===== src/hdl/espi_pkg.sv =====
`default_nettype none
// ----------------------------------------------------------------------------
// espi_pkg
// Shared payload, configuration types and register codes for the encoder
// speed PI controller.
// ----------------------------------------------------------------------------
package espi_pkg;

   localparam int TICKS_W    = 16;
   localparam int TARGET_W   = 16;
   localparam int SPEED_W    = 31;
   localparam int ACC_W      = 32;
   localparam int GAIN_W     = 24;
   localparam int CSR_IDX_W  = 3;
   localparam int CSR_DATA_W = 24;

   // register indexes on the csr port
   localparam logic [CSR_IDX_W-1:0] CSR_GAIN_NOW    = 3'd0;
   localparam logic [CSR_IDX_W-1:0] CSR_GAIN_PAST   = 3'd1;
   localparam logic [CSR_IDX_W-1:0] CSR_SPEED_SCALE = 3'd2;
   localparam logic [CSR_IDX_W-1:0] CSR_LIMIT_UP    = 3'd3;
   localparam logic [CSR_IDX_W-1:0] CSR_LIMIT_DOWN  = 3'd4;
   localparam logic [CSR_IDX_W-1:0] CSR_DEAD_BAND   = 3'd5;

   typedef struct packed {
      logic signed [31:0]         encoder_count;
      logic [TICKS_W-1:0]         elapsed_ticks;
      logic signed [TARGET_W-1:0] speed_target;
   } espi_req_type;

   typedef struct packed {
      logic signed [7:0]  drive;
      logic [SPEED_W-1:0] measured_speed;
      logic               clamped;
   } espi_rsp_type;

   typedef struct packed {
      logic signed [GAIN_W-1:0] gain_now;
      logic signed [GAIN_W-1:0] gain_past;
      logic [GAIN_W-1:0]        speed_scale;
      logic signed [7:0]        limit_up;
      logic signed [7:0]        limit_down;
      logic [6:0]               dead_band;
   } espi_cfg_type;

   localparam espi_cfg_type CFG_RESET = '{
      gain_now:    24'sh010000,
      gain_past:   24'shFF0000,
      speed_scale: 24'h05E1E2,
      limit_up:    8'sh7F,
      limit_down:  8'sh81,
      dead_band:   7'd15
   };

endpackage
`default_nettype wire


===== src/hdl/espi_front.sv =====
`default_nettype none
// ----------------------------------------------------------------------------
// espi_front
// Accepts readings, forms the wrapped count delta and its magnitude, flags a
// zero tick count and hands the item to the work queue.
// ----------------------------------------------------------------------------
module espi_front #(
   parameter int COUNT_WIDTH = 32
) (
   input  logic                           clock,
   input  logic                           reset,
   input  logic                           push,
   output logic                           full,
   input  espi_pkg::espi_req_type         req_data,
   input  logic                           fifo_full,
   output logic                           fifo_push,
   output logic [COUNT_WIDTH+32:0]        fifo_data
);
   import espi_pkg::*;

   logic [COUNT_WIDTH-1:0] prev_count_ff;
   logic [COUNT_WIDTH-1:0] prev_count_in;
   logic [COUNT_WIDTH-1:0] count_now;
   logic [COUNT_WIDTH-1:0] delta;
   logic [COUNT_WIDTH-1:0] mag;
   logic                   zero_ticks;

   assign full      = fifo_full;
   assign fifo_push = push & ~fifo_full;

   always_comb begin
      count_now  = req_data.encoder_count[COUNT_WIDTH-1:0];
      delta      = count_now - prev_count_ff;
      mag        = delta[COUNT_WIDTH-1] ? (~delta + COUNT_WIDTH'(1)) : delta;
      zero_ticks = (req_data.elapsed_ticks == '0);
      fifo_data  = {mag, zero_ticks, req_data.elapsed_ticks, req_data.speed_target};
      prev_count_in = fifo_push ? count_now : prev_count_ff;
   end

   always_ff @(posedge clock) begin
      if (reset) begin
         prev_count_ff <= '0;
      end else begin
         prev_count_ff <= prev_count_in;
      end
   end

endmodule
`default_nettype wire


===== config.mk =====
export PLATFORM = sky130hd
export DESIGN_NAME = espi_front
export DESIGN_NICKNAME = d
export VERILOG_FILES = /design/src/hdl/espi_pkg.sv /design/src/hdl/espi_front.sv
export SDC_FILE = /design/constraint.sdc
export NUM_CORES = 1
export LEC_CHECK = 0
export ABC_CLOCK_PERIOD_IN_PS = 3200
export BUFFER_PORTS_ARGS = -buffer_cell sky130_fd_sc_hd__buf_4
export CORE_ASPECT_RATIO = 0.6
export CORE_MARGIN = 4
export CORE_UTILIZATION = 48
export CTS_CLUSTER_SIZE = 24
export DETAILED_ROUTE_END_ITERATION = 10
export GPL_ROUTABILITY_DRIVEN = 0
export PLACE_DENSITY = 0.9
export SLEW_MARGIN = 20
export SYNTH_ARGS = -nofsm -noshare
export SYNTH_HDL_FRONTEND = slang
export SYNTH_SLANG_ARGS = --single-unit
export TNS_END_PERCENT = 20

===== constraint.sdc =====
create_clock -name clock -period 3.2 [get_ports clock]
set_input_delay 0.32 -clock clock [delete_from_list [all_inputs] [get_ports clock]]
set_output_delay 0.32 -clock clock [all_outputs]
set_load 0.02 [all_outputs]

==> flow_summary.ini <==
[status]
status = finished, violations left
failed_checks = setup timing

[timing]
tightest_slew_ps = 686
fin_ws_ps = -727
hold_viol = 0
skew_ps = 0
finalSetupViolations = 31
tns_ps = -15530
period_minus_slack_ps = 3930
grt_setup_unrepaired = yes
fmax_mhz = 255
slew_headroom_pct = 53.7
slew_viol_final = 0
period_share_pct = 123
fin_hold_ws_ps = 296

[setup_path]
reg2reg_depth = 2
crit_chain = ha_4 > inv_2 > fa_2 > a21oi_2 > o211ai_1 > nand4_1 > nand3_1 > buf_4 > a2bb2oi_1 > xnor2_1 > nor4_2 > buf_4 > a41oi_2 > xor2_2 > buf_6
slowest_stage = nor4_2
start_kind = flip-flop
worst-path-buf-inv = 4
crit_family = compound AO/OA/AOI/OAI gates
critPathMaxFanout = 4
crit_cells = 15
arrival_ps = 3610
crit_path_end_kind = output port
cpPeakStageDelay_ps = 410
crit_path_frequent_cell = buf_4
crit_required_ps = 2880
criticalPathCategory = reg2out

[pwr]
swShare_pct = 43.3
power_switching_w = 0.00124
total_power_w = 0.00286
internal_power_w = 0.00162
p_leak_nw = 2.83
seq_power_share_pct = 15.0
power_frac_comb_pct = 67.1
power_density_nw_per_um2 = 430
clkPwrFrac_pct = 17.9
peakVddDrop_uv = 210

[final_layout]
largest_reg_flops = 32
largestRegisters = prev_count_ff (32)
layout-drive-gt1-share_pct = 44.5
diodes = 0
final_area_um2 = 6640
area.growth.synth_to_final_pct = 55.3
mostFrequentLayoutCells = buf_4, nand2_1, a21oi_1
fin_nets = 914
layout_commonest_cell = buf_4
regMostFlops = prev_count_ff

[clocking]
cts_inserted_buffers = 5
cts.sinks = 32
insertion_delay_ps = 280
cts_max_level = 2
ctsRootBufferMaster = clkbuf_16
max-clock-path-buffers = 2
cts-hold-fix-buffers = 0
cts_tree = built
path_clk_slew_ps = 60

[yosys]
ys.flop_type = dfxtp_1
yosysTopAreaCell = dfxtp_1
synth_edf_count = 0
yosys-top-cells-area = dfxtp_1, ha_1, a21oi_1
avgSynthCellArea_um2 = 6.99
yosysTopAreaCellShare_pct = 15.0
syn_inst = 612
synth_cell_types = 72
yosysWarnings = 0
yosysSeqAreaShare_pct = 15.0
synth_seq_cells = 32
async_flop_share_pct = 0
synth_area_um2 = 4280
synth_fp_nets = 713

[floorplanning]
row_count = 26
start_util_pct = 49.8
fp.dieH_um = 81.1
pin_count = 135
core_um2 = 8590
die-area_um2 = 10500
chipWidth_um = 130

[place]
dp_slack_ps = -576
dpl_cell_area_um2 = 5930
post-dp-hpwl_mm = 12.5
port_buffers = 102

[drt]
drc_errors = 0
ant_nets = 0
drt_wl_total_mm = 18.3
vias = 5732
routed_via_density = 6.20
drt_iter0_drc = 780
firstDrtPassIters = 7
wl_per_cell_um = 19.8

[flow_run]
maxCapViolCount = 0

[grt]
track_usage_pct = 32.9
grt_max_degree = 34
grt_pass1_vias = 5559
grt-ovfl-total = 0
grt_first_pass_wirelength_mm = 27.4
antenna_found_initial = 0

[hold_path]
hold_class = in2reg
holdPathStages = 3
==> worst reg2reg max path, stage by stage, from the launching register on <==
cell	delay (ps)
dfxtp_1	340
nand2_1	80
a21oi_1	230
==> metal layers <==
layer,track usage (%),wire length (µm)
met1,38.3,6700
met2,57.8,8420
met3,8.74,2310
met4,13.3,885
met5,0,0
==> power groups by stage <==
| stage | Combinational (W) | Sequential [W] | Clock, W |
|---|---|---|---|
| 3_5_place_dp | 0.00166 | 0.000435 | 0 |
| 2_1_floorplan | 0.000960 | 0.000432 | 0 |
| 6_report | 0.00192 | 0.000427 | 0.000512 |
| 4_1_cts | 0.00179 | 0.000427 | 0.000518 |
| 5_1_grt | 0.00200 | 0.000429 | 0.000531 |
| 3_3_place_gp | 0.00160 | 0.000433 | 0 |
==> Yosys cell counts (3+ instances only) <==
cell,count
a211oi_1,3
a21o_1,5
a21oi_1,74
a31oi_1,9
and2_1,5
and3_1,7
and4_1,3
buf_2,4
buf_4,35
buf_6,4
clkbuf_1,15
dfxtp_1,32
ha_1,32
inv_1,48
nand2_1,91
nand2b_1,8
nand3_1,16
nand4_1,8
nor2_1,37
nor2b_1,5
nor3_1,10
nor4_1,10
o211ai_1,10
o21a_1,5
o21ai_0,14
o21ai_1,3
o21bai_1,6
o22ai_1,3
o31ai_1,4
or2_2,4
or3_1,4
xnor2_1,38
xor2_1,12
==> layout make-up <==
cell class / count / area, µm²
fill: 580 / 1950
sequential: 32 / 647
inverter: 48 / 180
tap: 112 / 140
timing repair buffer: 253 / 1920
multi-input combinational: 473 / 3600
clock buffer: 7 / 153
==> cell families after synthesis <==
family / Yosys count / synth area share (%)
xor+xnor: 50 / 10.2
flops: 32 / 15.0
fa+ha+maj: 33 / 9.83
simple gates: 220 / 25.4
compound gates: 167 / 25.7
mux: 2 / 0.497
buf+inv: 108 / 13.4
==> what timing repair did <==
action	CTS	global route
gates resized for setup	66	15
endpoints found under the hold margin	0	0
cloned	1	0
setup endpoints to repair	31	31
buffers inserted	9	5
pin swaps	30	10
==> per-stage QoR <==
step	utilization (%)	instances
6_report	77.3	925
2_1_floorplan	-	612
3_5_place_dp	69.1	903
4_1_cts	76.0	920
5_1_grt	77.3	925
3_3_place_gp	69.1	903
==> worst paths after layout <==
check | from | to | slack (ps)
max | prev_count_ff[0]$_SDFFE_PP0P_ | fifo_data[63] | -730
min | req_data[58] | prev_count_ff[26]$_SDFFE_PP0P_ | 300
max reg2reg | prev_count_ff[28]$_SDFFE_PP0P_ | prev_count_ff[28]$_SDFFE_PP0P_ | 2460
min reg2reg | prev_count_ff[22]$_SDFFE_PP0P_ | prev_count_ff[22]$_SDFFE_PP0P_ | 450
No activity file was read; power rests on OpenSTA's default activity.
