**src/hdl/espi_pkg.sv**
```systemverilog
`default_nettype none
// ----------------------------------------------------------------------------
// espi_pkg
// Shared payload, configuration types and register codes for the encoder
// speed PI controller.
// ----------------------------------------------------------------------------
package espi_pkg;

   localparam int TICKS_W    = 16;
   localparam int TARGET_W   = 16;
   localparam int SPEED_W    = 31;
   localparam int ACC_W      = 32;
   localparam int GAIN_W     = 24;
   localparam int CSR_IDX_W  = 3;
   localparam int CSR_DATA_W = 24;

   // register indexes on the csr port
   localparam logic [CSR_IDX_W-1:0] CSR_GAIN_NOW    = 3'd0;
   localparam logic [CSR_IDX_W-1:0] CSR_GAIN_PAST   = 3'd1;
   localparam logic [CSR_IDX_W-1:0] CSR_SPEED_SCALE = 3'd2;
   localparam logic [CSR_IDX_W-1:0] CSR_LIMIT_UP    = 3'd3;
   localparam logic [CSR_IDX_W-1:0] CSR_LIMIT_DOWN  = 3'd4;
   localparam logic [CSR_IDX_W-1:0] CSR_DEAD_BAND   = 3'd5;

   typedef struct packed {
      logic signed [31:0]         encoder_count;
      logic [TICKS_W-1:0]         elapsed_ticks;
      logic signed [TARGET_W-1:0] speed_target;
   } espi_req_type;

   typedef struct packed {
      logic signed [7:0]  drive;
      logic [SPEED_W-1:0] measured_speed;
      logic               clamped;
   } espi_rsp_type;

   typedef struct packed {
      logic signed [GAIN_W-1:0] gain_now;
      logic signed [GAIN_W-1:0] gain_past;
      logic [GAIN_W-1:0]        speed_scale;
      logic signed [7:0]        limit_up;
      logic signed [7:0]        limit_down;
      logic [6:0]               dead_band;
   } espi_cfg_type;

   localparam espi_cfg_type CFG_RESET = '{
      gain_now:    24'sh010000,
      gain_past:   24'shFF0000,
      speed_scale: 24'h05E1E2,
      limit_up:    8'sh7F,
      limit_down:  8'sh81,
      dead_band:   7'd15
   };

endpackage
`default_nettype wire

```
**src/hdl/espi_fifo.sv**
```systemverilog
`default_nettype none
// ----------------------------------------------------------------------------
// espi_fifo
// Two-entry work queue between the front and the back.
// ----------------------------------------------------------------------------
module espi_fifo #(
   parameter int WIDTH = 65
) (
   input  logic             clock,
   input  logic             reset,
   input  logic             wr_en,
   input  logic [WIDTH-1:0] wr_data,
   output logic             full,
   input  logic             rd_en,
   output logic             rd_valid,
   output logic [WIDTH-1:0] rd_data
);
   import espi_pkg::*;

   localparam logic [1:0] FIFO_DEPTH = 2'd2;

   logic [WIDTH-1:0] entry_ff [2];
   logic             wr_ptr_ff, wr_ptr_in;
   logic             rd_ptr_ff, rd_ptr_in;
   logic [1:0]       count_ff, count_in;
   logic             wr_ok, rd_ok;

   assign full     = (count_ff == FIFO_DEPTH);
   assign rd_valid = (count_ff != 2'd0);
   assign rd_data  = entry_ff[rd_ptr_ff];
   assign wr_ok    = wr_en & ~full;
   assign rd_ok    = rd_en & rd_valid;

   always_comb begin
      wr_ptr_in = wr_ok ? ~wr_ptr_ff : wr_ptr_ff;
      rd_ptr_in = rd_ok ? ~rd_ptr_ff : rd_ptr_ff;
      case ({wr_ok, rd_ok})
         2'b10:   count_in = count_ff + 2'd1;
         2'b01:   count_in = count_ff - 2'd1;
         default: count_in = count_ff;
      endcase
   end

   always_ff @(posedge clock) begin
      if (wr_ok) begin
         entry_ff[wr_ptr_ff] <= wr_data;
      end
   end

   always_ff @(posedge clock) begin
      if (reset) begin
         wr_ptr_ff <= 1'b0;
         rd_ptr_ff <= 1'b0;
         count_ff  <= 2'd0;
      end else begin
         wr_ptr_ff <= wr_ptr_in;
         rd_ptr_ff <= rd_ptr_in;
         count_ff  <= count_in;
      end
   end

endmodule
`default_nettype wire

```
**config.mk**
```make
export PLATFORM = sky130hd
export DESIGN_NAME = espi_fifo
export DESIGN_NICKNAME = d
export VERILOG_FILES = /design/src/hdl/espi_pkg.sv /design/src/hdl/espi_fifo.sv
export SDC_FILE = /design/constraint.sdc
export NUM_CORES = 1
export LEC_CHECK = 0
export BUFFER_PORTS_ARGS = -buffer_cell sky130_fd_sc_hd__buf_2
export CORE_UTILIZATION = 25
export CTS_CLUSTER_SIZE = 10
export DETAILED_ROUTE_END_ITERATION = 12
export SYNTH_ARGS = -nofsm -noshare
export SYNTH_HDL_FRONTEND = slang
export SYNTH_SLANG_ARGS = --single-unit
```
**constraint.sdc**
```tcl
create_clock -name clock -period 3.58 [get_ports clock]
set_clock_uncertainty 0.15 [all_clocks]
set_input_delay 0.537 -clock clock [delete_from_list [all_inputs] [get_ports clock]]
set_output_delay 0.537 -clock clock [all_outputs]
set_load 0.005 [all_outputs]
```
==> flow_summary.json <==
{
  "tightest_slew_ns": 0.9483,
  "achievable-frequency_mhz": 380.4,
  "rsz0062_at_grt": "false",
  "whs_ns": 0.1699,
  "setup_slack_ns": 0.9509,
  "drc": 0,
  "holdPathEnd": "entry_ff[0][46]$_DFFE_PP_",
  "globalRouteMet3Util_pct": 4.610,
  "synth_largest_area_cell": "sky130_fd_sc_hd__edfxtp_1",
  "critical_path.startpoint_type": "register",
  "top_reg_cell_synth": "sky130_fd_sc_hd__edfxtp_1",
  "synth-async-reset-ratio_pct": 0,
  "drt_pre_antenna_iters": 4,
  "status": "complete, no violations",
  "clockBufferDepth": 2,
  "post_cts.repair.setup_buffers": 0,
  "final_layout_size_suffix_gt1_share_pct": 59.69,
  "numClockSinks": 135,
  "gp_congestion": 0.6399,
  "critical_path.reg2reg.endpoint": "entry_ff[0][19]$_DFFE_PP_",
  "finish.utilization_pct": 33.99,
  "numCtsBuffers": 17,
  "setup_viol": 0,
  "chipHeight_um": 142.0,
  "yosysUniqueCellTypes": 18,
  "worst_setup_path_end_kind": "output port",
  "clock_tree.root_cell": "sky130_fd_sc_hd__clkbuf_16",
  "routed_via_density": 3.940,
  "power_mw": 4.683,
  "sequential_fraction_of_the_synthesis_area_pct": 81.76,
  "reg2reg_setup_slack_ns": 1.21,
  "syn-instance-count": 228,
  "largest_net_degree_at_the_start_of_global_routing": 66,
  "grt_most_used_layer": "met2",
  "dr_total_vias": 2557,
  "insertion_delay_ns": 0.40,
  "drt.antenna.violating_nets": 0,
  "path_max_fanout": 65,
  "placement.setup.worst_slack_ns": 1.075,
  "worst-r2r-cell-count": 5,
  "r2r-start": "count_ff[0]$_SDFFE_PP0P_",
  "area.growth.synth_to_final_pct": 31.55,
  "first_global_vias": 2768,
  "drt_iter0_drc": 73,
  "synth.yosys.warnings": 0,
  "clk_pin_slew_ns": 0.06,
  "worst-endpoint-arrival_ns": 1.94,
  "globalRoute.totalOverflow": 0,
  "final_nets": 446,
  "final-hold-violation-count": 0,
  "critical_hold_path_startpoint": "wr_data[46]",
  "timing.final.crit_share_pct": 73.44,
  "critPathKind": "register to output port",
  "grt_use_met2_pct": 16.33,
  "io_pins": 136,
  "filler_cell_count": 1860,
  "floorplan.die.width_um": 142.0,
  "syn_nets": 298,
  "critPathRequiredTime_ns": 2.89,
  "power_per_cell_area_nw_per_um2": 727.0,
  "maxSlewHeadroom_pct": 36.78,
  "floorplan.rows": 50,
  "instances_no_fill": 649,
  "dieArea_sq_um": 20150,
  "timing.hold.worst_path_depth": 1,
  "cts.repair.resized": 0,
  "antenna_found_initial": 1,
  "initial_core_util_pct": 25.83,
  "final_routed_wire_length_divided_by_cell_count_um": 14.26,
  "total_leakage_power_nw": 2.359,
  "final.min_clock_period_ns": 2.629,
  "grtUsageTotal_pct": 9.683,
  "dpl.cell_count": 617,
  "cts_htree_levels": 4,
  "totalNegativeSetupSlack_ns": 0,
  "synth-edff-count": 130,
  "post-dp-hpwl_mm": 5.859,
  "placement.cell_area_sq_um": 5892,
  "hold_path.class": "input pin to register",
  "synth-seq-cells": 135,
  "vdd_ir_drop_max_mv": 0.4663,
  "grt_pass1_wl_mm": 14.23,
  "groute.layer.met1.usage_pct": 9.987,
  "drv.max_cap_violation_count": 0,
  "cts_hold_repair.buffers": 0,
  "final_design_area_no_fill_sq_um": 6442,
  "synth_largest_type_area_fraction_pct": 79.71,
  "synth_area_per_cell_sq_um": 21.48,
  "placement.io_buffers": 135,
  "timing_max_transition_violations_final": 0,
  "wirelength_mm": 9.256,
  "cts_tree": "yes",
  "synth.area.top_cells": "sky130_fd_sc_hd__edfxtp_1 80%, sky130_fd_sc_hd__mux2_2 15%, sky130_fd_sc_hd__dfxtp_1 2.0%",
  "post_synth_instance_area_sq_um": 4897,
  "coreArea_sq_um": 18960
}
[area by class of cell]
type / count / area [sq um] / area share (%)
flip-flops and latches: 135 / 4008 / 62.21
repair buffers: 136 / 695.7 / 10.80
well taps: 260 / 325.3 / 5.050
clock buffers: 21 / 440.4 / 6.836
diodes: 2 / 5.005 / 0.07768
inverters: 3 / 11.26 / 0.1748
multi-input cells: 83 / 852.1 / 13.23
clock inverters: 9 / 105.1 / 1.631
[routing by layer]
layer  routed length, um  share of wire [%]
met2                4696                 51
met5                   0                  0
met3                 659                7.1
met4                 129                1.4
met1                3771                 41
[kinds of logic after synthesis]
kind of cell | Yosys count | synth area share, %
adder cells (fa/ha/maj) | 1 | 0.2555
buffers and inverters | 10 | 0.9452
multiplexers | 65 | 14.95
flip-flops | 135 | 81.76
AND/OR/NAND/NOR | 9 | 0.9965
XOR/XNOR | 3 | 0.5366
AO/OA/AOI/OAI | 5 | 0.5622
[state kept, by name, summed over array words and instances, names as in the netlist, named ones only]
| name | flops |
|---|---|
| entry_ff | 130 |
| rd_ptr_ff | 1 |
| wr_ptr_ff | 1 |
| count_ff | 2 |
[how the worst max path moves through the flow]
stage	startpoint	endpoint	cells past startpoint
final	register	rd_data[61]	2
after global routing	register	rd_data[63]	2
after CTS	register	rd_data[61]	2
after detailed placement	wr_en	entry_ff[0][28]$_DFFE_PP_	5
after global placement	wr_en	entry_ff[0][24]$_DFFE_PP_	5
after floorplan	wr_en	entry_ff[0][0]$_DFFE_PP_	3
[cells in the mapped netlist (all sizes together), types with 2 or more instances]
library cell / number
xnor2: 2
inv: 3
o21ai: 2
dfxtp: 5
mux2: 65
nor2: 3
buf: 7
edfxtp: 130
a21oi: 2
or3: 2
[worst max-delay path: stages (launching register included)]
cell	delay [ns]
sky130_fd_sc_hd__dfxtp_4	0.90
sky130_fd_sc_hd__mux2_2	0.43
sky130_fd_sc_hd__buf_2	0.13
[where the power goes]
part | internal (mW) | leakage (nW) | switching, mW
logic | 0.518 | 0.843 | 0.382
clock network | 1.01 | 0.258 | 0.602
registers | 2.00 | 1.26 | 0.170
total | 3.53 | 2.36 | 1.15
[placed cells by master (no fill, tap or decap)]
| master | Yosys | layout |
|---|---|---|
| sky130_fd_sc_hd__clkinv_1 | 0 | 2 |
| sky130_fd_sc_hd__dfxtp_1 | 5 | 4 |
| sky130_fd_sc_hd__buf_12 | 0 | 1 |
| sky130_fd_sc_hd__clkinvlp_4 | 0 | 2 |
| sky130_fd_sc_hd__xor2_1 | 1 | 1 |
| sky130_fd_sc_hd__and3_4 | 0 | 1 |
| sky130_fd_sc_hd__ha_1 | 1 | 1 |
| sky130_fd_sc_hd__or3_1 | 2 | 2 |
| sky130_fd_sc_hd__or2_2 | 1 | 1 |
| sky130_fd_sc_hd__a21oi_1 | 2 | 2 |
| sky130_fd_sc_hd__xnor2_1 | 2 | 2 |
| sky130_fd_sc_hd__o21ai_0 | 2 | 2 |
| sky130_fd_sc_hd__diode_2 | 0 | 2 |
| sky130_fd_sc_hd__o21a_1 | 1 | 1 |
| sky130_fd_sc_hd__nand2b_2 | 1 | 1 |
| sky130_fd_sc_hd__nand2_1 | 1 | 1 |
| sky130_fd_sc_hd__clkbuf_16 | 0 | 17 |
| sky130_fd_sc_hd__clkinv_2 | 0 | 1 |
| sky130_fd_sc_hd__bufinv_16 | 0 | 2 |
| sky130_fd_sc_hd__clkinv_4 | 0 | 2 |
| sky130_fd_sc_hd__edfxtp_1 | 130 | 130 |
| sky130_fd_sc_hd__dfxtp_4 | 0 | 1 |
| sky130_fd_sc_hd__clkbuf_1 | 0 | 4 |
| sky130_fd_sc_hd__mux2_2 | 65 | 65 |
| sky130_fd_sc_hd__nor2_1 | 3 | 3 |
| sky130_fd_sc_hd__inv_1 | 2 | 1 |
| sky130_fd_sc_hd__inv_2 | 1 | 2 |
| sky130_fd_sc_hd__buf_2 | 7 | 135 |
Note: power is estimated with default switching activity, not from simulation.
